[src/hdl/slc_pkg.sv]
// Shared types, sizes and codes for the set-associative LRU cache tag core.
// Depends on nothing; every other file imports it.
package slc_pkg;

  localparam int MAX_SET_BITS = 6;
  localparam int MAX_WAYS     = 8;
  localparam int STAMP_WIDTH  = 32;

  localparam int ADDR_W  = 64;
  localparam int TAG_W   = 64;
  localparam int COUNT_W = 32;
  localparam int SET_COUNT = 1 << MAX_SET_BITS;
  localparam int SET_W  = (MAX_SET_BITS > 0) ? MAX_SET_BITS : 1;
  localparam int SB_W   = (MAX_SET_BITS > 0) ? $clog2(MAX_SET_BITS + 1) : 1;
  localparam int WAY_W  = (MAX_WAYS > 1) ? $clog2(MAX_WAYS) : 1;
  localparam int NW_W   = $clog2(MAX_WAYS + 1);

  localparam int CFG_INDEX_W = 2;
  localparam int CFG_DATA_W  = 5;
  localparam logic [CFG_INDEX_W-1:0] REG_SET_BITS   = 2'd0;
  localparam logic [CFG_INDEX_W-1:0] REG_BLOCK_BITS = 2'd1;
  localparam logic [CFG_INDEX_W-1:0] REG_WAYS       = 2'd2;

  localparam logic [1:0] FUNC_LOAD   = 2'd0;
  localparam logic [1:0] FUNC_STORE  = 2'd1;
  localparam logic [1:0] FUNC_MODIFY = 2'd2;

  localparam logic [1:0] OUT_HIT   = 2'd0;
  localparam logic [1:0] OUT_MISS  = 2'd1;
  localparam logic [1:0] OUT_EVICT = 2'd2;

  typedef struct packed {
    logic [1:0]        func;
    logic [ADDR_W-1:0] addr;
  } slc_req_t;

  typedef struct packed {
    logic [1:0]         outcome;
    logic               extra_hit;
    logic [COUNT_W-1:0] hit_total;
    logic [COUNT_W-1:0] miss_total;
    logic [COUNT_W-1:0] eviction_total;
  } slc_rsp_t;

  typedef struct packed {
    logic                                  full;
    logic [MAX_WAYS-1:0]                   valid;
    logic [MAX_WAYS-1:0][STAMP_WIDTH-1:0]  stamp;
    logic [MAX_WAYS-1:0][TAG_W-1:0]        tag;
  } slc_row_t;

  typedef struct packed {
    logic             hit;
    logic [WAY_W-1:0] hit_way;
    logic             free;
    logic [WAY_W-1:0] free_way;
    logic             free_last;
    logic [WAY_W-1:0] victim;
  } slc_look_t;

  typedef struct packed {
    logic fire;
    logic hit_first;
    logic miss;
    logic evict;
    logic modify;
  } slc_upd_t;

  typedef enum logic [1:0] {
    ST_IDLE,
    ST_LOOK,
    ST_UPDATE
  } slc_state_t;

endpackage

[src/hdl/slc_stats.sv]
// Saturating hit, miss and eviction totals plus the wrapping stamp sequence.
// Advanced once per finished item; uses slc_pkg.
module slc_stats (
  input  logic                           clk,
  input  logic                           rst,
  input  slc_pkg::slc_upd_t              upd,
  output logic [slc_pkg::COUNT_W-1:0]    hit_count,
  output logic [slc_pkg::COUNT_W-1:0]    miss_count,
  output logic [slc_pkg::COUNT_W-1:0]    evict_count,
  output logic [slc_pkg::STAMP_WIDTH-1:0] seq
);
  import slc_pkg::*;

  logic [COUNT_W:0]   hit_sum;
  logic [COUNT_W:0]   miss_sum;
  logic [COUNT_W:0]   evict_sum;
  logic [1:0]         hit_inc;

  assign hit_inc   = {1'b0, upd.hit_first} + {1'b0, upd.modify};
  assign hit_sum   = {1'b0, hit_count} + (COUNT_W + 1)'(hit_inc);
  assign miss_sum  = {1'b0, miss_count} + (COUNT_W + 1)'(upd.miss);
  assign evict_sum = {1'b0, evict_count} + (COUNT_W + 1)'(upd.evict);

  always_ff @(posedge clk) begin
    if (rst) begin
      hit_count   <= '0;
      miss_count  <= '0;
      evict_count <= '0;
      seq         <= '0;
    end else if (upd.fire) begin
      hit_count   <= hit_sum[COUNT_W] ? '1 : hit_sum[COUNT_W-1:0];
      miss_count  <= miss_sum[COUNT_W] ? '1 : miss_sum[COUNT_W-1:0];
      evict_count <= evict_sum[COUNT_W] ? '1 : evict_sum[COUNT_W-1:0];
      seq         <= seq + STAMP_WIDTH'(1);
    end
  end

endmodule

[config.mk]
export PLATFORM = sky130hd
export DESIGN_NAME = slc_stats
export DESIGN_NICKNAME = d
export VERILOG_FILES = /design/src/hdl/slc_pkg.sv /design/src/hdl/slc_stats.sv
export SDC_FILE = /design/constraint.sdc
export NUM_CORES = 1
export LEC_CHECK = 0
export BUFFER_PORTS_ARGS = -buffer_cell sky130_fd_sc_hd__buf_2
export CAP_MARGIN = 15
export CORE_ASPECT_RATIO = 1.25
export CORE_MARGIN = 3
export CORE_UTILIZATION = 55
export CTS_CLUSTER_SIZE = 28
export DETAILED_ROUTE_END_ITERATION = 8
export GPL_ROUTABILITY_DRIVEN = 0
export PLACE_DENSITY = 0.81
export SYNTH_ARGS = -nofsm -noshare
export SYNTH_HDL_FRONTEND = slang
export SYNTH_SLANG_ARGS = --single-unit
[constraint.sdc]
create_clock -name clk -period 3.3 [get_ports clk]
set_clock_uncertainty 0.2 [all_clocks]
set_input_delay 0 -clock clk [delete_from_list [all_inputs] [get_ports clk]]
set_output_delay 0 -clock clk [all_outputs]
set_load 0.005 [all_outputs]
# --- Yosys cells after proc, flatten, opt, wreduce, memory -nomap -nowiden ---
# Cells that the tools add are included.
classes:
  n_addsub: 5
  mux: 3
op_table:
  columns: ["operator", "n"]
  rows:
  - ["$mux W32", 3]
  - ["$add A32 B1 Y33", 2]
  - ["$add A32 B2 Y33", 1]
  - ["$add A32 B1 Y32 const B", 1]
  - ["$add A1 B1 Y2", 1]
word_totals:
  register_bits: 128
  output_inout_bits: 128

# --- Logic depth before layout (Yosys ltp) ---
# Gate-level depths: netlist of run 1.
depth:
  ltp_word: 3
  mapped_depth: 11
  ltp_nobuf: 9

# --- Least setup slack after synthesis of run 1 ---
# OpenSTA, ideal clock, no wires.
synth_timing:
  kind: "register to register"
  from: "reg hit_count[0] in the netlist's numbering"
  to: "reg hit_count[10] in the netlist's numbering"
  setup_slack_ns: 1.003
  setup_ns: 0.070
  arrival_time_ns: 2.026
  required_ns: 3.030
  path_buffers: 2
  path_stages_with_launch: 12
  path_cell_list: "dfxtp_1 inv_1 fa_1 inv_1 ha_1 nand2_1 nor3_4 and2_1 buf_4 nand2_2 buf_6 a21oi_1"
synth_via:
  elab_chain_cells: 2
synth_lines:
  columns: ["item", "line", "text"]
  rows:
  - ["start, declared", "slc_stats.sv:7", "output logic [slc_pkg::COUNT_W-1:0] hit_count,"]
  - ["start signal, assigned", "slc_stats.sv:31", "hit_count <= hit_sum[COUNT_W] ? '1 : hit_sum[COUNT_W-1:0];"]
  - ["$add A32 B2 Y33", "slc_stats.sv:20", "assign hit_sum = {1'b0, hit_count} + (COUNT_W + 1)'(hit_inc);"]
  - ["$mux W32", "slc_stats.sv:31", null]
# No other way between the ends.
# A chain may end at the register's enable or synchronous reset.

# --- Worst setup path after layout of run 1 ---
layout_timing:
  from: "reg hit_count[0] in the netlist's numbering"
  to: "reg hit_count[8] in the netlist's numbering"
# Same word-level chain as after synthesis.

==> impl_metrics.tcl, run 1 <==
set metrics [dict create \
    grt_pass1_vias 5263 \
    drtAntennaViolNets 0 \
    seq_area_frac_synth_pct 42.1 \
    viasPerCell 5.86 \
    boundaryPins 135 \
    rows 42 \
    yosysWarnings 0 \
    cp.arrival_ns 3.00 \
    routed-via-count 5680 \
    numCtsBuffers 17 \
    num_antenna_cells 0 \
    synthesis.nets 709 \
    die-area_sq_mm 0.0124 \
    relSlewSlack_pct 23.1 \
    die_w_um 100 \
    final_nets 838 \
    wl_met2_um 7410 \
    die_y_um 124 \
    synth-main-ff-cell "dfxtp_1" \
    whs_ns 0.0566 \
    cp.required_ns 3.44 \
    slew_viol_final 0 \
    max_freq_mhz 350 \
    final_layout_size_suffix_gt1_share_pct 22.1 \
    crit_path_start_kind "flip-flop" \
    timing.setup.tns_ns 0 \
    worstSetupPathType "flip-flop to flip-flop" \
    grtUsageTotal_pct 24.2 \
    hold_path_class "input port to flip-flop" \
    fillCellCount 863 \
    layout_commonest_cell "buf_2" \
    synthArstFlopShare_pct 0 \
    cts.sinks 128 \
    fin_crit_ns 2.86 \
    core-area_sq_mm 0.0107 \
    routed.top_layer "met4" \
    drt_iter0_drc 234 \
    drc 0 \
    area_delta_synth_final_pct 22.1 \
    yosysUniqueCellTypes 49 \
    antenna_found_initial 0 \
    max-cap-violations 0 \
    grt_max_degree 114 \
    synth_edf_count 0 \
    port_buffers 134 \
    drt_wl_total_um 15000 \
    initial_core_util_pct 56.8 \
    grt_overflow 0 \
    synthCells 695 \
    setup_viol 0 \
    crit_path_end_kind "flip-flop" \
    hpwl_um 9990 \
    crit_fanout 21 \
    syn_area_per_cell_sq_um 8.76 \
    outcome "finished clean" \
    synth_seq_cells 128 \
    clkLatencyLatePin_ns 0.42 \
    power_leakage_nw 3.10 \
    clk_pin_slew_ns 0.06 \
    grt_pass1_wl_um 24600 \
    wl_per_cell_um 15.5 \
    cts_buffer_depth 2 \
    htreeDepth 4 \
    finalHoldViolCount 0 \
    power_mw 3.48 \
    wl_met3_um 960 \
    min_period_over_period_pct 86.6 \
    vdd_drop_max_uv 322 \
    cts_root_buffer "clkbuf_16" \
    p_per_area_mw_per_mm2 468 \
    mostFrequentLayoutCells "133 x buf_2, 128 x dfxtp_1, 77 x a21oi_1" \
    drt-pass1-iter-count 5 \
    wl_met1_um 6340 \
    worst_pin_slew_ns 1.15 \
    synth_area_sq_mm 0.00609 \
    cts_tree "done" \
    rsz0062_at_grt "false" \
]
==> through the flow <==
step	std cells	setup slack (ns)	instance area (sq um)	util (%)
final	969	0.442	7440	69.4
after global routing	969	0.198	7440	69.4
after CTS	969	0.443	7440	69.4
after detailed placement	929	0.495	6770	63.2
after global placement	929	0.668	6770	63.2
after floorplan	695	1.00	6090	-
==> final timing paths <==
| path | end | from | slack (ns) | cells past startpoint |
|---|---|---|---|---|
| worst max register to register | hit_count[8]$_SDFFE_PP0P_ | hit_count[0]$_SDFFE_PP0P_ | 0.44 | 9 |
| worst min-delay path | hit_count[28]$_SDFFE_PP0P_ | rst | 0.06 | 2 |
| worst min register to register | evict_count[1]$_SDFFE_PP0P_ | evict_count[1]$_SDFFE_PP0P_ | 0.31 | 2 |
| worst max-delay path | hit_count[8]$_SDFFE_PP0P_ | hit_count[0]$_SDFFE_PP0P_ | 0.44 | 9 |
==> synth_stat cells, types with 3 or more instances <==
cell	count	share of area [%]
and4_1	20	2.9
mux2i_1	5	0.82
o21ai_0	5	0.41
nor3_1	29	2.4
a31oi_1	4	0.41
buf_2	7	0.58
dfxtp_1	128	42
inv_1	12	0.74
nand3_1	36	3.0
xnor2_1	36	5.2
nor2_1	69	4.3
a211oi_1	6	0.74
a21oi_1	77	6.3
clkbuf_1	18	1.1
a311oi_1	8	1.2
buf_6	3	0.55
and3_1	20	2.1
nand4_1	42	4.3
nor4_1	7	0.72
nand2_1	48	3.0
ha_1	6	1.2
xor2_1	57	8.2
and2_1	13	1.3
nand4_2	3	0.62
==> state kept, by name, indices dropped and copies added, names as in the netlist <==
signal and count:
miss_count 32, evict_count 32, seq 32, hit_count 32
==> area by class of cell <==
type | instances | area, sq um | share of cell area, %
Sequential cell | 128 | 2560 | 34.5
Multi-Input combinational cell | 521 | 3310 | 44.6
Inverter | 12 | 45.0 | 0.606
Clock buffer | 18 | 439 | 5.91
Timing Repair Buffer | 144 | 768 | 10.3
Tap cell | 132 | 165 | 2.22
Clock inverter | 14 | 143 | 1.92
==> report_power, final <==
part           internal [mW]  switching, mW
logic                 0.0373         0.0574
registers               1.56         0.0111
clock network           1.13          0.692
==> metal layers <==
metal,vias to the layer above,track usage (%)
met3,28,5.60
li1,2748,-
met2,220,39.8
met4,0,9.77
met5,-,0
met1,2684,30.7
==> what timing repair did <==
item,4_1_cts,5_1_grt
resized for setup,0,0
buffers inserted,0,0
hold endpoints to repair,10,0
hold buffers,8,0
==> cell families after synthesis <==
family | after synthesis | synth area share, %
buf+inv | 46 | 3.51
flops | 128 | 42.1
simple gates | 310 | 28.7
fa+ha+maj | 7 | 1.56
xor+xnor | 93 | 13.4
compound gates | 106 | 9.90
mux | 5 | 0.822
==> critical path, cell delays in order, from the launching register on <==
cell     delay (ns)
dfxtp_1        0.36
inv_1          0.06
fa_1           0.37
inv_1          0.07
ha_1           0.21
nand2_1        0.15
nor3_4         0.41
and2_1         0.38
nand2_2        0.33
a21oi_1        0.23
Power figures use the tool's default switching activity.
==> run 2: changes to the inputs <==
Settings changed: CORE_MARGIN 3 to 10, CORE_UTILIZATION 55 to 49, PLACE_DENSITY 0.81 to 0.76.
Clock period 3.3 ns to 2.6 ns, I/O delays scaled along.
==> impl_metrics.tcl, run 2 (same netlist as run 1, synthesis figures left out) <==
set metrics [dict create \
    grt_overflow 0 \
    slew_viol_final 0 \
    finalHoldViolCount 0 \
    stdcell_count 1011 \
    final_nets 849 \
    mostFrequentLayoutCells "133 x buf_2, 128 x dfxtp_1, 77 x a21oi_1" \
    viasPerCell 5.53 \
    worstReg2RegEnd "hit_count[18]$_SDFFE_PP0P_" \
    initial_core_util_pct 50.1 \
    hpwl_um 11000 \
    p_per_area_mw_per_mm2 593 \
    outcome "finished clean" \
    timing.setup.tns_ns 0 \
    die_y_um 145 \
    hold_path_class "flip-flop to flip-flop" \
    cts.sinks 128 \
    crit_fanout 7 \
    power_mw 4.52 \
    setup_viol 0 \
    numCtsBuffers 17 \
    cp.required_ns 2.69 \
    critPathSlowestCell "fa_1" \
    cp_cell_sequence "inv_1 > fa_1 > inv_1 > ha_1 > nand2_1 > nor3_4 > buf_4 > nand2_1 > nor4b_2 > nor3_1" \
    rsz0062_at_grt "false" \
    worst_pin_slew_ns 0.584 \
    min-delay-start "evict_count[0]$_SDFFE_PP0P_" \
    cts_buffer_depth 2 \
    port_buffers 134 \
    min_period_over_period_pct 92.2 \
    final_layout_size_suffix_gt1_share_pct 23.5 \
    boundaryPins 135 \
    antenna_found_initial 0 \
    drt_iter0_drc 294 \
    die-area_sq_mm 0.0173 \
    drt_wl_total_um 16000 \
    htreeDepth 4 \
    path_buf_inv 3 \
    worstSetupPathType "flip-flop to flip-flop" \
    worstHoldPathCells 2 \
    grtUsageTotal_pct 18.3 \
    drtAntennaViolNets 0 \
    r2r_slack_ns 0.20 \
    crit_path_end_kind "flip-flop" \
    fin_crit_ns 2.40 \
    cts_tree "done" \
    cp.arrival_ns 2.49 \
    area_delta_synth_final_pct 25.0 \
    wl_per_cell_um 15.8 \
    relSlewSlack_pct 60.8 \
    min_to "evict_count[0]$_SDFFE_PP0P_" \
    power_leakage_nw 3.20 \
    cts_root_buffer "clkbuf_16" \
    layout_commonest_cell "buf_2" \
    grt_pass1_wl_um 26200 \
    core-area_sq_mm 0.0122 \
    cp_top_family "simple AND/OR/NAND/NOR gates" \
    rows 45 \
    grt_max_degree 69 \
    grt_pass1_vias 5347 \
    max-cap-violations 0 \
    ff2ff_path_depth 10 \
    die_w_um 120 \
    max_stage_delay_ns 0.37 \
    drc 0 \
    clkLatencyLatePin_ns 0.42 \
    vdd_drop_max_uv 377 \
    max_freq_mhz 417 \
    routed-via-count 5591 \
    reg2reg_from "hit_count[0]$_SDFFE_PP0P_" \
    clk_pin_slew_ns 0.05 \
    num_antenna_cells 0 \
    crit_path_start_kind "flip-flop" \
    dpl.cell_count 974 \
    drt-pass1-iter-count 5 \
]
[run 2: cell count changes in the layout (fill, tap and decap cells not counted), sizes merged]
cell / change
clkbuf: +10
clkinv: -7
clkinvlp: -3
buf: +13
bufinv: -1
dlygate4sd3: -2
[run 2: worst max-delay path by stage]
stage | startpoint | end | slack [ns] | cells after the start
6_report | hit_count[0]$_SDFFE_PP0P_ | hit_count[18]$_SDFFE_PP0P_ | 0.20 | 10
5_1_grt | hit_count[0]$_SDFFE_PP0P_ | hit_count[8]$_SDFFE_PP0P_ | 0.03 | 9
4_1_cts | hit_count[0]$_SDFFE_PP0P_ | hit_count[8]$_SDFFE_PP0P_ | 0.1 | 9
3_5_place_dp | hit_count[0]$_SDFFE_PP0P_ | hit_count[4]$_SDFFE_PP0P_ | 0.01 | 9
3_3_place_gp | hit_count[0]$_SDFFE_PP0P_ | hit_count[6]$_SDFFE_PP0P_ | 0.11 | 9
2_1_floorplan | hit_count[0]$_SDFFE_PP0P_ | hit_count[10]$_SDFFE_PP0P_ | 0.30 | 11
[run 2: cell type report]
class                           instances  area, sq um
Sequential cell                       128         2560
Clock inverter                          3         40.0
Fill cell                            1063         4550
Inverter                               12         45.0
Timing Repair Buffer                  155          858
Clock buffer                           28          577
Multi-Input combinational cell        521         3330
Tap cell                              164          205
[run 2: per-stage QoR]
step	hold WS, ns	util [%]	worst slack, ns	cell area [sq um]
3_5_place_dp	0.219	56.9	0.00978	6920
5_1_grt	0.325	62.6	0.0265	7610
3_3_place_gp	0.204	56.9	0.110	6920
4_1_cts	0.294	62.5	0.0971	7610
6_report	0.294	62.6	0.202	7610
2_1_floorplan	-0.0327	-	0.303	6090
[run 2: metal layers]
layer | track usage [%] | up-vias | share of wire [%]
met5 | 0 | - | 0
met4 | 6.81 | 0 | 1.4
met3 | 6.59 | 23 | 6.6
met2 | 30.1 | 144 | 49
met1 | 21.4 | 2648 | 43
li1 | - | 2776 | -
[run 2: power by group]
part	internal (mW)	switching (mW)	leakage, nW	total (mW)
Sequential	1.98	0.0148	1.03	1.99
Combinational	0.0464	0.0759	1.86	0.122
Clock	1.59	0.817	0.311	2.41
Total	3.61	0.908	3.20	4.52
[run 2: tightest hold or removal path: stages, from the launching register on]
cell and delay (ns):
dfxtp_1 0.32, nor2_1 0.08, nor3_1 0.05
[run 2: what timing repair did]
item	4_1_cts	5_1_grt
pin swaps	0	0
gates cloned	0	0
resized for setup	1	2
endpoints found under the setup margin	21	23
hold buffers	6	0
setup buffers	0	0
hold endpoints to repair	38	0
==> run 3: changes to the inputs <==
==> constraint.sdc (replaced) <==
create_clock -name clk -period 2.6 [get_ports clk]
set_clock_uncertainty 0.2 [all_clocks]
set_input_delay 0.52 -clock clk [delete_from_list [all_inputs] [get_ports clk]]
set_output_delay 0.52 -clock clk [all_outputs]
set_load 0.005 [all_outputs]
==> impl_metrics.tcl, run 3 (same netlist as run 1, synthesis figures left out) <==
set metrics [dict create \
    rsz0062_at_grt "false" \
    grt_pass1_vias 5430 \
    grt_max_degree 54 \
    stdcell_count 1017 \
    crit_path_start_kind "flip-flop" \
    clkPwrFrac_pct 53.5 \
    clkLatencyLatePin_ns 0.42 \
    hpwl_um 11100 \
    power_frac_seq_pct 43.9 \
    drt_wl_total_um 15700 \
    place_ws_ns -0.105 \
    die_w_um 120 \
    combPwrFrac_pct 2.6 \
    wl_per_cell_um 15.4 \
    swShare_pct 21.6 \
    area_delta_synth_final_pct 24.9 \
    cts_buffer_depth 2 \
    grt_pass1_wl_um 26100 \
    internal-power_mw 3.55 \
    utilization_pct 62.5 \
    layout_commonest_cell "buf_2" \
    worstHoldPathCells 2 \
    crit_path_end_kind "flip-flop" \
    timing.setup.tns_ns 0 \
    viasPerCell 5.49 \
    num_antenna_cells 0 \
    clk_pin_slew_ns 0.06 \
    cts_root_buffer "clkbuf_16" \
    fin_crit_ns 2.39 \
    antenna_found_initial 0 \
    port_buffers 134 \
    final_nets 854 \
    max-cap-violations 0 \
    routed-via-count 5585 \
    cts_tree "done" \
    grt_overflow 0 \
    core-area_sq_mm 0.0122 \
    mostFrequentLayoutCells "133 x buf_2, 128 x dfxtp_1, 77 x a21oi_1" \
    hold_path_class "flip-flop to flip-flop" \
    final_layout_size_suffix_gt1_share_pct 24.4 \
    cts_setup_buffers 0 \
    numCtsBuffers 17 \
    setup_viol 0 \
    power_mw 4.53 \
    min_period_over_period_pct 92.0 \
    grtUsageTotal_pct 17.9 \
    ff2ff_path_depth 9 \
    fin_area_sq_mm 0.00761 \
    slew_viol_final 0 \
    worstSetupPathType "flip-flop to flip-flop" \
    placed_area_sq_mm 0.00699 \
    max_freq_mhz 418 \
    crit_fanout 21 \
    cts.sinks 128 \
    worst_pin_slew_ns 0.567 \
    cp.arrival_ns 2.52 \
    power_switching_mw 0.976 \
    finalHoldViolCount 0 \
    dpl.cell_count 985 \
    power_leakage_nw 3.21 \
    boundaryPins 135 \
    whs_ns 0.297 \
    htreeDepth 4 \
    die-area_sq_mm 0.0173 \
    drt_iter0_drc 326 \
    die_y_um 145 \
    vdd_drop_max_uv 374 \
    layout_setup_ws_ns 0.209 \
    initial_core_util_pct 50.1 \
    rows 45 \
    drc 0 \
    cp.required_ns 2.73 \
    drt-pass1-iter-count 5 \
    outcome "finished clean" \
    relSlewSlack_pct 61.9 \
    p_per_area_mw_per_mm2 596 \
    drtAntennaViolNets 0 \
]
[run 3: worst paths after layout]
check / start / endpoint / slack, ns
max: hit_count[0]$_SDFFE_PP0P_ / hit_count[21]$_SDFFE_PP0P_ / 0.21
min: evict_count[0]$_SDFFE_PP0P_ / evict_count[0]$_SDFFE_PP0P_ / 0.30
max reg2reg: hit_count[0]$_SDFFE_PP0P_ / hit_count[21]$_SDFFE_PP0P_ / 0.21
min reg2reg: evict_count[0]$_SDFFE_PP0P_ / evict_count[0]$_SDFFE_PP0P_ / 0.30
[run 3: timing repair]
action,in CTS,in global routing
resized for setup,0,1
endpoints found under the setup margin,0,20
hold buffers,0,0
[run 3: metal layers]
metal  global-route usage, %  share of wire (%)  up-vias
li1                        -                  -     2790
met1                    20.3                 43     2650
met2                    30.7                 50      129
met3                    5.93                6.1       16
met4                    6.68                1.1        0
met5                       0                  0        -
[run 3: power groups by stage]
stage,registers (mW),logic (mW),clock network [mW]
6_report,1.99,0.119,2.42
5_1_grt,1.99,0.135,2.55
4_1_cts,1.99,0.120,2.46
3_5_place_dp,2.03,0.119,0
3_3_place_gp,2.03,0.117,0
2_1_floorplan,2.03,0.0710,0
[run 3: critical path, stage by stage, from the launching register on]
cell,delay (ns)
dfxtp_1,0.36
inv_1,0.06
fa_1,0.39
inv_1,0.07
ha_1,0.16
nand2_1,0.10
nor3_4,0.19
and2_1,0.31
nand2_4,0.22
a21oi_1,0.23
[run 3: area by class of cell]
cell class / count / area (sq um)
fill: 1075 / 4560
multi-input combinational: 521 / 3320
sequential: 128 / 2560
timing repair buffer: 160 / 868
clock buffer: 19 / 443
tap: 164 / 205
clock inverter: 13 / 164
inverter: 12 / 45.0
