File: src/hdl/slc_pkg.sv
// Shared types, sizes and codes for the set-associative LRU cache tag core.
// Depends on nothing; every other file imports it.
package slc_pkg;

  localparam int MAX_SET_BITS = 6;
  localparam int MAX_WAYS     = 8;
  localparam int STAMP_WIDTH  = 32;

  localparam int ADDR_W  = 64;
  localparam int TAG_W   = 64;
  localparam int COUNT_W = 32;
  localparam int SET_COUNT = 1 << MAX_SET_BITS;
  localparam int SET_W  = (MAX_SET_BITS > 0) ? MAX_SET_BITS : 1;
  localparam int SB_W   = (MAX_SET_BITS > 0) ? $clog2(MAX_SET_BITS + 1) : 1;
  localparam int WAY_W  = (MAX_WAYS > 1) ? $clog2(MAX_WAYS) : 1;
  localparam int NW_W   = $clog2(MAX_WAYS + 1);

  localparam int CFG_INDEX_W = 2;
  localparam int CFG_DATA_W  = 5;
  localparam logic [CFG_INDEX_W-1:0] REG_SET_BITS   = 2'd0;
  localparam logic [CFG_INDEX_W-1:0] REG_BLOCK_BITS = 2'd1;
  localparam logic [CFG_INDEX_W-1:0] REG_WAYS       = 2'd2;

  localparam logic [1:0] FUNC_LOAD   = 2'd0;
  localparam logic [1:0] FUNC_STORE  = 2'd1;
  localparam logic [1:0] FUNC_MODIFY = 2'd2;

  localparam logic [1:0] OUT_HIT   = 2'd0;
  localparam logic [1:0] OUT_MISS  = 2'd1;
  localparam logic [1:0] OUT_EVICT = 2'd2;

  typedef struct packed {
    logic [1:0]        func;
    logic [ADDR_W-1:0] addr;
  } slc_req_t;

  typedef struct packed {
    logic [1:0]         outcome;
    logic               extra_hit;
    logic [COUNT_W-1:0] hit_total;
    logic [COUNT_W-1:0] miss_total;
    logic [COUNT_W-1:0] eviction_total;
  } slc_rsp_t;

  typedef struct packed {
    logic                                  full;
    logic [MAX_WAYS-1:0]                   valid;
    logic [MAX_WAYS-1:0][STAMP_WIDTH-1:0]  stamp;
    logic [MAX_WAYS-1:0][TAG_W-1:0]        tag;
  } slc_row_t;

  typedef struct packed {
    logic             hit;
    logic [WAY_W-1:0] hit_way;
    logic             free;
    logic [WAY_W-1:0] free_way;
    logic             free_last;
    logic [WAY_W-1:0] victim;
  } slc_look_t;

  typedef struct packed {
    logic fire;
    logic hit_first;
    logic miss;
    logic evict;
    logic modify;
  } slc_upd_t;

  typedef enum logic [1:0] {
    ST_IDLE,
    ST_LOOK,
    ST_UPDATE
  } slc_state_t;

endpackage

File: src/hdl/slc_lookup.sv
// Way compare for one set row: hit way, first free way and LRU victim.
// Purely combinational; uses slc_pkg.
module slc_lookup (
  input  slc_pkg::slc_row_t         row,
  input  logic [slc_pkg::TAG_W-1:0] tag,
  input  logic [slc_pkg::NW_W-1:0]  nw,
  output slc_pkg::slc_look_t        look
);
  import slc_pkg::*;

  always_comb begin
    logic [STAMP_WIDTH-1:0] best;
    logic                   en;
    look = '0;
    for (int w = MAX_WAYS - 1; w >= 0; w--) begin
      en = NW_W'(w) < nw;
      if (en && row.valid[w] && (row.tag[w] == tag)) begin
        look.hit     = 1'b1;
        look.hit_way = WAY_W'(w);
      end
      if (en && !row.valid[w]) begin
        look.free     = 1'b1;
        look.free_way = WAY_W'(w);
      end
    end
    look.free_last = (NW_W'(look.free_way) + NW_W'(1)) == nw;
    best = row.stamp[0];
    for (int w = 1; w < MAX_WAYS; w++) begin
      en = NW_W'(w) < nw;
      if (en && (row.stamp[w] < best)) begin
        best        = row.stamp[w];
        look.victim = WAY_W'(w);
      end
    end
  end

endmodule

File: config.mk
export PLATFORM = sky130hd
export DESIGN_NAME = slc_lookup
export DESIGN_NICKNAME = d
export VERILOG_FILES = /design/src/hdl/slc_pkg.sv /design/src/hdl/slc_lookup.sv
export SDC_FILE = /design/constraint.sdc
export NUM_CORES = 1
export LEC_CHECK = 0
export CAP_MARGIN = 20
export CORE_AREA = 5 5 333 335
export DETAILED_ROUTE_END_ITERATION = 6
export DIE_AREA = 0 0 338 340
export DONT_BUFFER_PORTS = 1
export PLACE_DENSITY = 0.3
export SLEW_MARGIN = 20
export SYNTH_ARGS = -nofsm -noshare
export SYNTH_HDL_FRONTEND = slang
export SYNTH_SLANG_ARGS = --single-unit
export TNS_END_PERCENT = 30
File: constraint.sdc
create_clock -name vclk -period 50.8
set_input_delay 0 -clock vclk [all_inputs]
set_output_delay 0 -clock vclk [all_outputs]
set_load 0.03 [all_outputs]
* Word level (Yosys, flattened, before mapping)
Index checks and enable logic that the tools add are counted.
** Operators by class
- Divide/modulo/power cells :: 0
- Equal/unequal tests :: 9
- Multiply operators :: 0
- Reductions and logical operators :: 39
- Add/sub/neg operators :: 1
- Bitwise operators :: 0
- Magnitude comparators :: 15
- Shift operators :: 0
- Muxes and demuxes :: 29
** Operators with widths (count)
- 64-bit == test :: 8
- 32-bit less-than comparator :: 7
- 32-bit two-way mux :: 6
- 4-bit two-way mux :: 16
- 1-bit logical AND :: 31
- 3-bit two-way mux :: 6
- 3-bit by 4-bit less-than comparator with 1-bit output, first input constant :: 4
- 1-bit zero test :: 8
- 1-bit by 4-bit less-than comparator with 1-bit output, first input constant :: 2
- 2-bit by 4-bit less-than comparator with 1-bit output, first input constant :: 2
- 3-bit by 1-bit adder with 4-bit output, second input constant :: 1
- 4-bit == test :: 1
- 1-bit two-way mux :: 1
** Word-level totals
- Bits in registers :: 0
- Output and inout port bits :: 12
- Latch bits :: 0
- Input port bits :: 845
- Memories kept :: 0
- Word-level logic and storage cells :: 93
- Memory bits (writable) :: 0
- Bits in read-only memories :: 0

* Depth between registers and ports, before layout
Gate-level depths: netlist of run 1.
- Word-level depth :: 21
- Mapped depth :: 106
- Mapped depth without buffers :: 96

* Worst setup path before layout of run 1
Ideal clock, no wire load.
- Path type :: input to output
- Start :: input port row[529] (netlist name)
- End :: output port look[0] (netlist name)
- Arrival :: 18705 ps
- Stages :: 104
- Slack :: 32095 ps
- Path buffers :: 10
- Required time :: 50800 ps
- Cells stage by stage :: inv_1 ha_1 a21o_1 a221o_1 a2111oi_4 nand2_1 a21oi_1 buf_2 buf_1 clkbuf_1 a21oi_1 ha_1 a21oi_1 o21ai_0 a221oi_1 a21oi_1 or2_2 o211ai_1 [68 not listed] mux2_1 ha_1 a21o_1 a21o_1 a21oi_1 nor2b_1 o21ai_0 nand2b_1 a21oi_1 nor2b_1 o21ai_0 a21boi_0 or2_2 a2111oi_0 nand3_1 a211oi_1 a311oi_1 a21bo_1
** RTL lines
- start: declaration :: RTL line slc_lookup.sv:4 : input slc_pkg::slc_row_t row,
- end: declaration :: RTL line slc_lookup.sv:7 : output slc_pkg::slc_look_t look

==> summary.md, run 1 <==
| Metric | Value |
|---|---|
| Outcome | complete, no violations |
| Post-layout utilization of the core | 14.7% |
| Yosys Warn Count | 0 |
| Largest net degree at the start of global routing | 59 |
| Summed negative setup slack over all endpoints | 0 ns |
| Total die area | 115000 um2 |
| Count of unresolved DRC violations after routing | 0 |
| Finished Layout Cells | 3314 |
| Post-cts gate resize count | 0 |
| Clock period minus worst slack | 22.79 ns |
| Category of the most critical setup path | primary input to output pin |
| Transition at the pin with the smallest max-transition slack | 1.15 ns |
| Iteration-0 DRC Markers | 875 |
| Number of violations of the max-capacitance limit | 0 |
| DRT Pass-1 Iters | 5 |
| Flop pwr share | 0% |
| Initial core utilization | 13.2% |
| Post-Layout Inst Area | 15900 um2 |
| Initial antenna violation count | 13 |
| Power after layout | 356 uW |
| Peak Freq | 43.9 MHz |
| Via-per-instance ratio | 4.60 |
| Area grow syn2layout | 11.7% |
| Die width | 338 um |
| Part of the power in combinational logic | 100.0% |
| Number of placed I/O pins | 857 |
| Number of buffers and inverters on the critical path | 11 |
| Share of cells above drive strength 1 | 6.03% |
| Post-Synthesis Cells | 1958 |
| Crit path capture type | output pin |
| Share of the yosys chip area belonging to registers | 0% |
| Number of distinct library cells after synthesis | 76 |
| Highest cell delay on the worst timing path | 0.86 ns |
| Routed via count | 15.2k |
| Total wirelength of the detailed-routed design | 121 mm |
| Pins over their slew limit | 0 |
| Unrepaired setup endpoints after global routing | no |
| Worst Path Arrival | 22.79 ns |
| Hold violation count in the final report | 0 |
| Required time of the worst setup path | 50.80 ns |
| Top library cells by usage in the layout, fill and taps aside | sky130_fd_sc_hd__xor2_1 (246), sky130_fd_sc_hd__inv_1 (228), sky130_fd_sc_hd__ha_1 (210) |
| Sequential cell area | 0 um2 |
| Power Density | 22.4 nW/um2 |
| Total placed instance area | 15800 um2 |
| Crit path launch | row[519] |
| Levels on crit path | 97 |
| Total of hold buffers inserted after clock tree synthesis | 0 |
| Global router's overall resource usage | 19.8% |
| Critical-path maximum fanout | 58 |
| Setup crit start kind | primary input |
| Wire length of the first global-routing pass | 153 mm |
| Cell type of the slowest stage on the worst timing path | sky130_fd_sc_hd__o41ai_1 |
| End point of the critical path | look[0] |
| Global placement routability congestion | 0.930 |
| Count of flip-flops and latches | 0 |
| Routed length per placed instance | 36.4 um |
| Number of cell rows | 121 |
| Top Family by Delay on Critical Path | compound AO/OA/AOI/OAI gates |
| Net switching power | 201 uW |
| Number of setup violations in the final report | 0 |
| Worst slew margin relative to its limit | 23.2% |
| Detailed placement HPWL | 110 mm |
| Average instance area after synthesis | 7.26 um2 |
| Placeable core region | 108000 um2 |
| Via count of the first global-routing pass | 16.5k |
| Final Cycle Share | 44.9% |
| Most frequent standard cell in the layout excluding fill and tap cells | sky130_fd_sc_hd__xor2_1 |
| Total grt overflow | 0 |
| Number of nets in the synthesized netlist | 3013 |
| Switching Share | 56.5% |
| Number of buffers inserted to repair setup after CTS | 0 |
| Final Net Count | 2946 |
| Clock buffer count in the final layout | 0 |
| Internal | 155 uW |
| Post-synth design cell area | 14200 um2 |
| Port buffer count | 0 |
| Die height | 340 um |
| Lkg Pwr | 0.00642 uW |
| Hold WC Path Type | primary input to output pin |
| Part of the total power dissipated in the clock network | 0% |
| Largest voltage drop on the vdd net | 0.00000959 V |
| Antenna violation net count after detailed routing | 0 |
| Cell count after placement | 3303 |
[per-layer routing]
layer | vias up | track usage, % | share of wire (%)
li1 | 6920 | - | -
met1 | 7376 | 18.6 | 32
met2 | 776 | 37.7 | 52
met3 | 152 | 7.16 | 10
met4 | 6 | 9.24 | 5.7
met5 | - | 0 | 0.026
[stage by stage]
step	hold slack (ns)	setup WS, ns
after floorplan	0.295	32.09
after global placement	0.424	27.85
after detailed placement	0.426	27.70
after CTS	0.430	27.63
after global routing	0.424	25.54
final	0.420	28.01
[power by group through the flow]
stage	clock (uW)	sequential [uW]	combinational (uW)
finish	0.0000275	0	356
global route	0.0000188	0	405
CTS	0	0	366
detailed placement	0	0	364
global placement	0	0	360
floorplan	0	0	271
[cells by family (layout without fill, tap and decap cells)]
kind of cell / Yosys count / in the layout / synth area share (%)
compound gates: 404 / 404 / 19.2
xor+xnor: 409 / 409 / 25.2
fa+ha+maj: 215 / 215 / 18.8
buf+inv: 323 / 254 / 8.78
mux: 124 / 124 / 9.54
other cells: 0 / 11 / 0
simple gates: 483 / 483 / 18.5
[area by class of cell]
class | count | area, um2
Antenna cell | 11 | 27.5
Fill cell | 12519 | 91900
Inverter | 229 | 860
Multi-Input combinational cell | 1635 | 13000
Tap cell | 1414 | 1770
Timing Repair Buffer | 25 | 185
[cell usage after synthesis (15+ instances only)]
master	instances	area [um2]
sky130_fd_sc_hd__xor2_1	246	2150
sky130_fd_sc_hd__inv_1	228	856
sky130_fd_sc_hd__ha_1	210	2630
sky130_fd_sc_hd__xnor2_1	163	1430
sky130_fd_sc_hd__a21oi_1	103	515
sky130_fd_sc_hd__nand4_1	92	576
sky130_fd_sc_hd__nor4_1	86	538
sky130_fd_sc_hd__clkbuf_1	79	297
sky130_fd_sc_hd__nor2_1	79	297
sky130_fd_sc_hd__o21ai_0	79	395
sky130_fd_sc_hd__nand2_1	70	263
sky130_fd_sc_hd__mux2_2	65	732
sky130_fd_sc_hd__a21o_1	34	255
sky130_fd_sc_hd__mux2i_1	33	330
sky130_fd_sc_hd__nand3_1	33	165
sky130_fd_sc_hd__o22ai_1	33	206
sky130_fd_sc_hd__nor3_1	28	140
sky130_fd_sc_hd__mux2_1	26	293
sky130_fd_sc_hd__nand2b_1	22	138
sky130_fd_sc_hd__nor2b_1	21	131
sky130_fd_sc_hd__a221oi_1	20	175
sky130_fd_sc_hd__o2bb2ai_1	19	166
sky130_fd_sc_hd__a22oi_1	15	113
[worst min-delay path by stage]
stage / to / cells after the start / start / slack [ns]
2_1_floorplan: look[4] / 2 / row[768] / 0.29
6_report: look[2] / 2 / row[672] / 0.42
3_3_place_gp: look[3] / 2 / nw[1] / 0.42
5_1_grt: look[3] / 2 / nw[1] / 0.42
3_5_place_dp: look[2] / 2 / row[672] / 0.43
4_1_cts: look[2] / 2 / row[672] / 0.43
Power figures use the tool's default switching activity.
==> run 2: changes to the inputs <==
==> constraint.sdc (replaced) <==
create_clock -name vclk -period 20
set_input_delay 0 -clock vclk [all_inputs]
set_output_delay 0 -clock vclk [all_outputs]
set_load 0.03 [all_outputs]
==> summary.md, run 2 (same netlist as run 1, synthesis figures left out) <==
| Metric | Value |
|---|---|
| Outcome | complete, no violations |
| Summed negative setup slack over all endpoints | 0 ns |
| Largest voltage drop on the vdd net | 0.0000196 V |
| Clock buffer count in the final layout | 0 |
| Total grt overflow | 0 |
| Setup crit start kind | primary input |
| Total wirelength of the detailed-routed design | 122 mm |
| Critical-path maximum fanout | 25 |
| Worst slack on hold paths | 0.385 ns |
| Wire length of the first global-routing pass | 155 mm |
| Final Cycle Share | 92.9% |
| Iteration-0 DRC Markers | 928 |
| Initial core utilization | 13.2% |
| Endpoint of the worst hold-timing path | look[2] |
| Via count of the first global-routing pass | 16.7k |
| Hold violation count in the final report | 0 |
| Die height | 340 um |
| Hold WC Path Type | primary input to output pin |
| Category of the most critical setup path | primary input to output pin |
| Worst Path Arrival | 18.58 ns |
| Initial antenna violation count | 16 |
| Routed length per placed instance | 36.4 um |
| Multi-input gate area | 13200 um2 |
| Peak Freq | 53.8 MHz |
| Clock period minus worst slack | 18.58 ns |
| Number of violations of the max-capacitance limit | 0 |
| Worst slew margin relative to its limit | 25.6% |
| Via-per-instance ratio | 4.64 |
| Cell type of the slowest stage on the worst timing path | sky130_fd_sc_hd__or4_4 |
| Most frequent standard cell in the layout excluding fill and tap cells | sky130_fd_sc_hd__xor2_1 |
| Count of unresolved DRC violations after routing | 0 |
| Pins over their slew limit | 0 |
| Post-layout utilization of the core | 15.2% |
| Top Family by Delay on Critical Path | compound AO/OA/AOI/OAI gates |
| Worst slack, placed | 0.286 ns |
| GR met1 Demand/Resource | 18.2% |
| Port buffer count | 0 |
| Share of cells above drive strength 1 | 8.82% |
| Met3 demand-to-capacity share in global routing | 8.24% |
| Die width | 338 um |
| Transition at the pin with the smallest max-transition slack | 1.11 ns |
| Top library cells by usage in the layout, fill and taps aside | sky130_fd_sc_hd__xor2_1 (246), sky130_fd_sc_hd__inv_1 (228), sky130_fd_sc_hd__ha_1 (210) |
| Total of hold buffers inserted after clock tree synthesis | 0 |
| Count of flip-flops and latches | 0 |
| Power after layout | 976 uW |
| Crit path capture type | output pin |
| Depth of the worst hold-timing path | 3 |
| Min-delay src | row[672] |
| Final Net Count | 2974 |
| Placeable core region | 108000 um2 |
| CP most frequent cell | sky130_fd_sc_hd__o21ai_0 |
| Number of fillers in the final layout | 12.4k |
| Area grow syn2layout | 15.0% |
| Number of placed I/O pins | 857 |
| Number of cell rows | 121 |
| Highest cell delay on the worst timing path | 0.56 ns |
| Global router's overall resource usage | 19.9% |
| Lkg Pwr | 0.00663 uW |
| Setup WS post-layout | 1.42 ns |
| Layer with the highest usage | met2 |
| Global placement routability congestion | 0.955 |
| Required time of the worst setup path | 20.00 ns |
| Power Density | 59.7 nW/um2 |
| Largest net degree at the start of global routing | 50 |
| Routed via count | 15.5k |
| Number of buffers and inverters on the critical path | 13 |
| Crit path launch | row[529] |
| DRT Pass-1 Iters | 4 |
| Met2 global-route usage | 38.2% |
| Total die area | 115000 um2 |
| Detailed placement HPWL | 110 mm |
| Antenna violation net count after detailed routing | 0 |
| Sequential cell area | 0 um2 |
| Number of setup violations in the final report | 0 |
==> run 2: cell types whose count changed in the layout (fill, tap and decap cells not counted), sizes merged <==
cell	delta
nor2	+2
clkbuf	+2
buf	+24
diode	+3
==> run 2: area by class of cell <==
type / instances / area share, %
repair buffers: 51 / 2.90
diodes: 14 / 0.214
multi-input cells: 1637 / 80.8
well taps: 1414 / 10.8
inverters: 229 / 5.26
==> run 2: tightest hold or removal path: cells and delay by family <==
family | cells | cell delay [ns]
compound gates | 1 | 0.11
buf+inv | 1 | 0.13
simple gates | 1 | 0.14
==> run 2: routing by layer <==
layer	vias up	part of all wire, %
met2	860	53
met5	-	0.039
li1	6975	-
met4	8	5.1
met3	167	11
met1	7498	31
==> run 2: what timing repair did <==
action	CTS	global route
setup endpoints to repair	0	3
gates resized for setup	0	42
buffers inserted	0	8
==> run 2: worst max-delay path by stage <==
stage,end,depth (start not counted),slack (ns)
after floorplan,look[0],104,1.29
after detailed placement,look[0],95,0.29
after global routing,look[0],98,-0.03
final,look[0],96,1.42
after CTS,look[0],95,0.20
after global placement,look[0],91,0.25
==> run 2: stage by stage <==
stage,cell area (um2),cells
global route,16300,3339
floorplan,14200,1958
finish,16300,3345
CTS,16000,3318
detailed placement,16000,3318
global placement,16000,3317
==> run 2: power breakdown <==
group / switching [uW] / leakage (uW) / total (uW) / internal [uW]
logic: 537 / 0.00663 / 976 / 438
registers: 0 / 0 / 0 / 0
clock network: 0 / 0.0000000887 / 0.0000987 / 0.0000987
total: 537 / 0.00663 / 976 / 438
==> run 3: changes to the inputs <==
--- a/config.mk
+++ b/config.mk
@@ -6,9 +6,9 @@
 export NUM_CORES = 1
 export LEC_CHECK = 0
 export CAP_MARGIN = 20
-export CORE_AREA = 5 5 333 335
+export CORE_AREA = 2 2 330 332
 export DETAILED_ROUTE_END_ITERATION = 6
-export DIE_AREA = 0 0 338 340
+export DIE_AREA = 0 0 332 334
 export DONT_BUFFER_PORTS = 1
 export PLACE_DENSITY = 0.3
 export SLEW_MARGIN = 20
==> constraint.sdc (replaced) <==
create_clock -name vclk -period 16.15
set_input_delay 0 -clock vclk [all_inputs]
set_output_delay 0 -clock vclk [all_outputs]
set_load 0.03 [all_outputs]
==> summary.md, run 3 (same netlist as run 1, synthesis figures left out) <==
| Metric | Value |
|---|---|
| Flop pwr share | 0% |
| Worst Path Arrival | 17.09 ns |
| Category of the most critical setup path | primary input to output pin |
| Clock buffer count in the final layout | 0 |
| Die height | 334 um |
| Unrepaired setup endpoints after global routing | yes |
| Count of unresolved DRC violations after routing | 0 |
| End point of the critical path | look[1] |
| DR WL met2 | 65.5 mm |
| Failing checks | setup timing |
| Port buffer count | 0 |
| Count of flip-flops and latches | 0 |
| Total die area | 111000 um2 |
| Summed negative setup slack over all endpoints | -2.72 ns |
| DRT Pass-1 Iters | 4 |
| Part of the total power dissipated in the clock network | 0% |
| Net switching power | 757 uW |
| Number of violations of the max-capacitance limit | 0 |
| Die width | 332 um |
| Routed wire length on met3 | 12.1 mm |
| Power after layout | 1650 uW |
| Part of the power in combinational logic | 100.0% |
| Hold violation count in the final report | 0 |
| Worst slew margin relative to its limit | 14.7% |
| Crit path capture type | output pin |
| Initial core utilization | 13.2% |
| Number of fillers in the final layout | 12.3k |
| Total wirelength of the detailed-routed design | 124 mm |
| Largest voltage drop on the vdd net | 0.0000355 V |
| Pins over their slew limit | 0 |
| Global placement routability congestion | 0.961 |
| Antenna violation net count after detailed routing | 0 |
| Peak Freq | 58.5 MHz |
| Crit path launch | row[529] |
| Wire length of the first global-routing pass | 158 mm |
| Routed length per placed instance | 33.9 um |
| Final Net Count | 3282 |
| Highest routed layer | met5 |
| Number of setup violations in the final report | 3 |
| Cell type of the slowest stage on the worst timing path | sky130_fd_sc_hd__or4_4 |
| Hold WC Path Type | primary input to output pin |
| Share of cells above drive strength 1 | 24.3% |
| CP most frequent cell | sky130_fd_sc_hd__a21o_1 |
| Iteration-0 DRC Markers | 914 |
| Initial antenna violation count | 18 |
| Routed via count | 16.7k |
| Via-per-instance ratio | 4.59 |
| Lkg Pwr | 0.00827 uW |
| Sequential cell area | 0 um2 |
| Required time of the worst setup path | 16.15 ns |
| Most frequent standard cell in the layout excluding fill and tap cells | sky130_fd_sc_hd__buf_4 |
| Power Density | 85.3 nW/um2 |
| Placeable core region | 108000 um2 |
| Critical-path maximum fanout | 7 |
| Outcome | finished, violations left |
| Area grow syn2layout | 36.0% |
| Highest cell delay on the worst timing path | 0.51 ns |
| Via count of the first global-routing pass | 17.7k |
| Detailed placement HPWL | 111 mm |
| Transition at the pin with the smallest max-transition slack | 1.27 ns |
| Largest net degree at the start of global routing | 27 |
| Internal | 892 uW |
| Switching Share | 45.9% |
| Final Cycle Share | 106% |
| Setup WS post-layout | -0.937 ns |
| Worst slack on hold paths | 0.312 ns |
| Setup crit start kind | primary input |
| Global router's overall resource usage | 21.0% |
| Wl on met1 | 39.7 mm |
| Number of cell rows | 121 |
| Top library cells by usage in the layout, fill and taps aside | sky130_fd_sc_hd__buf_4 (331), sky130_fd_sc_hd__xor2_1 (246), sky130_fd_sc_hd__inv_1 (224) |
| Clock period minus worst slack | 17.09 ns |
| Total grt overflow | 0 |
| Number of placed I/O pins | 857 |
## run 3: stage by stage
stage / utilization [%] / area, um2 / instances / setup WS (ns)
3_3_place_gp: 17.0 / 18300 / 3592 / -1.25
5_1_grt: 17.9 / 19300 / 3645 / -1.89
3_5_place_dp: 17.0 / 18300 / 3592 / -1.41
4_1_cts: 17.3 / 18700 / 3616 / -0.846
2_1_floorplan: - / 14500 / 1958 / 0.00125
6_report: 17.9 / 19300 / 3647 / -0.937
## run 3: final cells by class
class                      count  area [um2]  share of cell area [%]
antenna                        8        20.0                   0.104
inverter                     229         867                    4.49
multi-input combinational   1635       13600                    70.4
tap                         1414        1770                    9.15
timing repair buffer         361        3060                    15.8
## run 3: timing repair
action | 4_1_cts | 5_1_grt
resized for setup | 48 | 69
hold buffers | 0 | 0
cloned | 1 | 6
setup buffers | 23 | 18
pin swaps | 9 | 43
setup endpoints to repair | 3 | 3
## run 3: worst min path at each step
stage,slack [ns],from,endpoint,cells after the start
6_report,0.31,row[672],look[2],3
3_5_place_dp,0.37,row[672],look[1],3
5_1_grt,0.33,row[672],look[2],3
2_1_floorplan,0.29,row[768],look[4],2
3_3_place_gp,0.36,nw[1],look[3],2
4_1_cts,0.35,row[672],look[1],3
## run 3: routing by layer
metal,up-vias,global-route usage [%]
met3,162,8.31
met2,819,40.9
met5,-,0
met4,18,8.91
met1,8152,19.2
li1,7587,-
## run 3: power by group through the flow
stage                     clock [uW]  combinational (uW)  sequential [uW]
final                      0.0000675                1650                0
after global routing       0.0000502                1830                0
after CTS                          0                1580                0
after detailed placement           0                1520                0
after global placement             0                1510                0
after floorplan                    0                 898                0
## run 3: critical path, delay by kind of cell
family / cells / cell delay, ns
simple gates: 28 / 3.96
compound gates: 51 / 8.62
mux: 4 / 1.18
fa+ha+maj: 7 / 1.75
buf+inv: 13 / 1.56
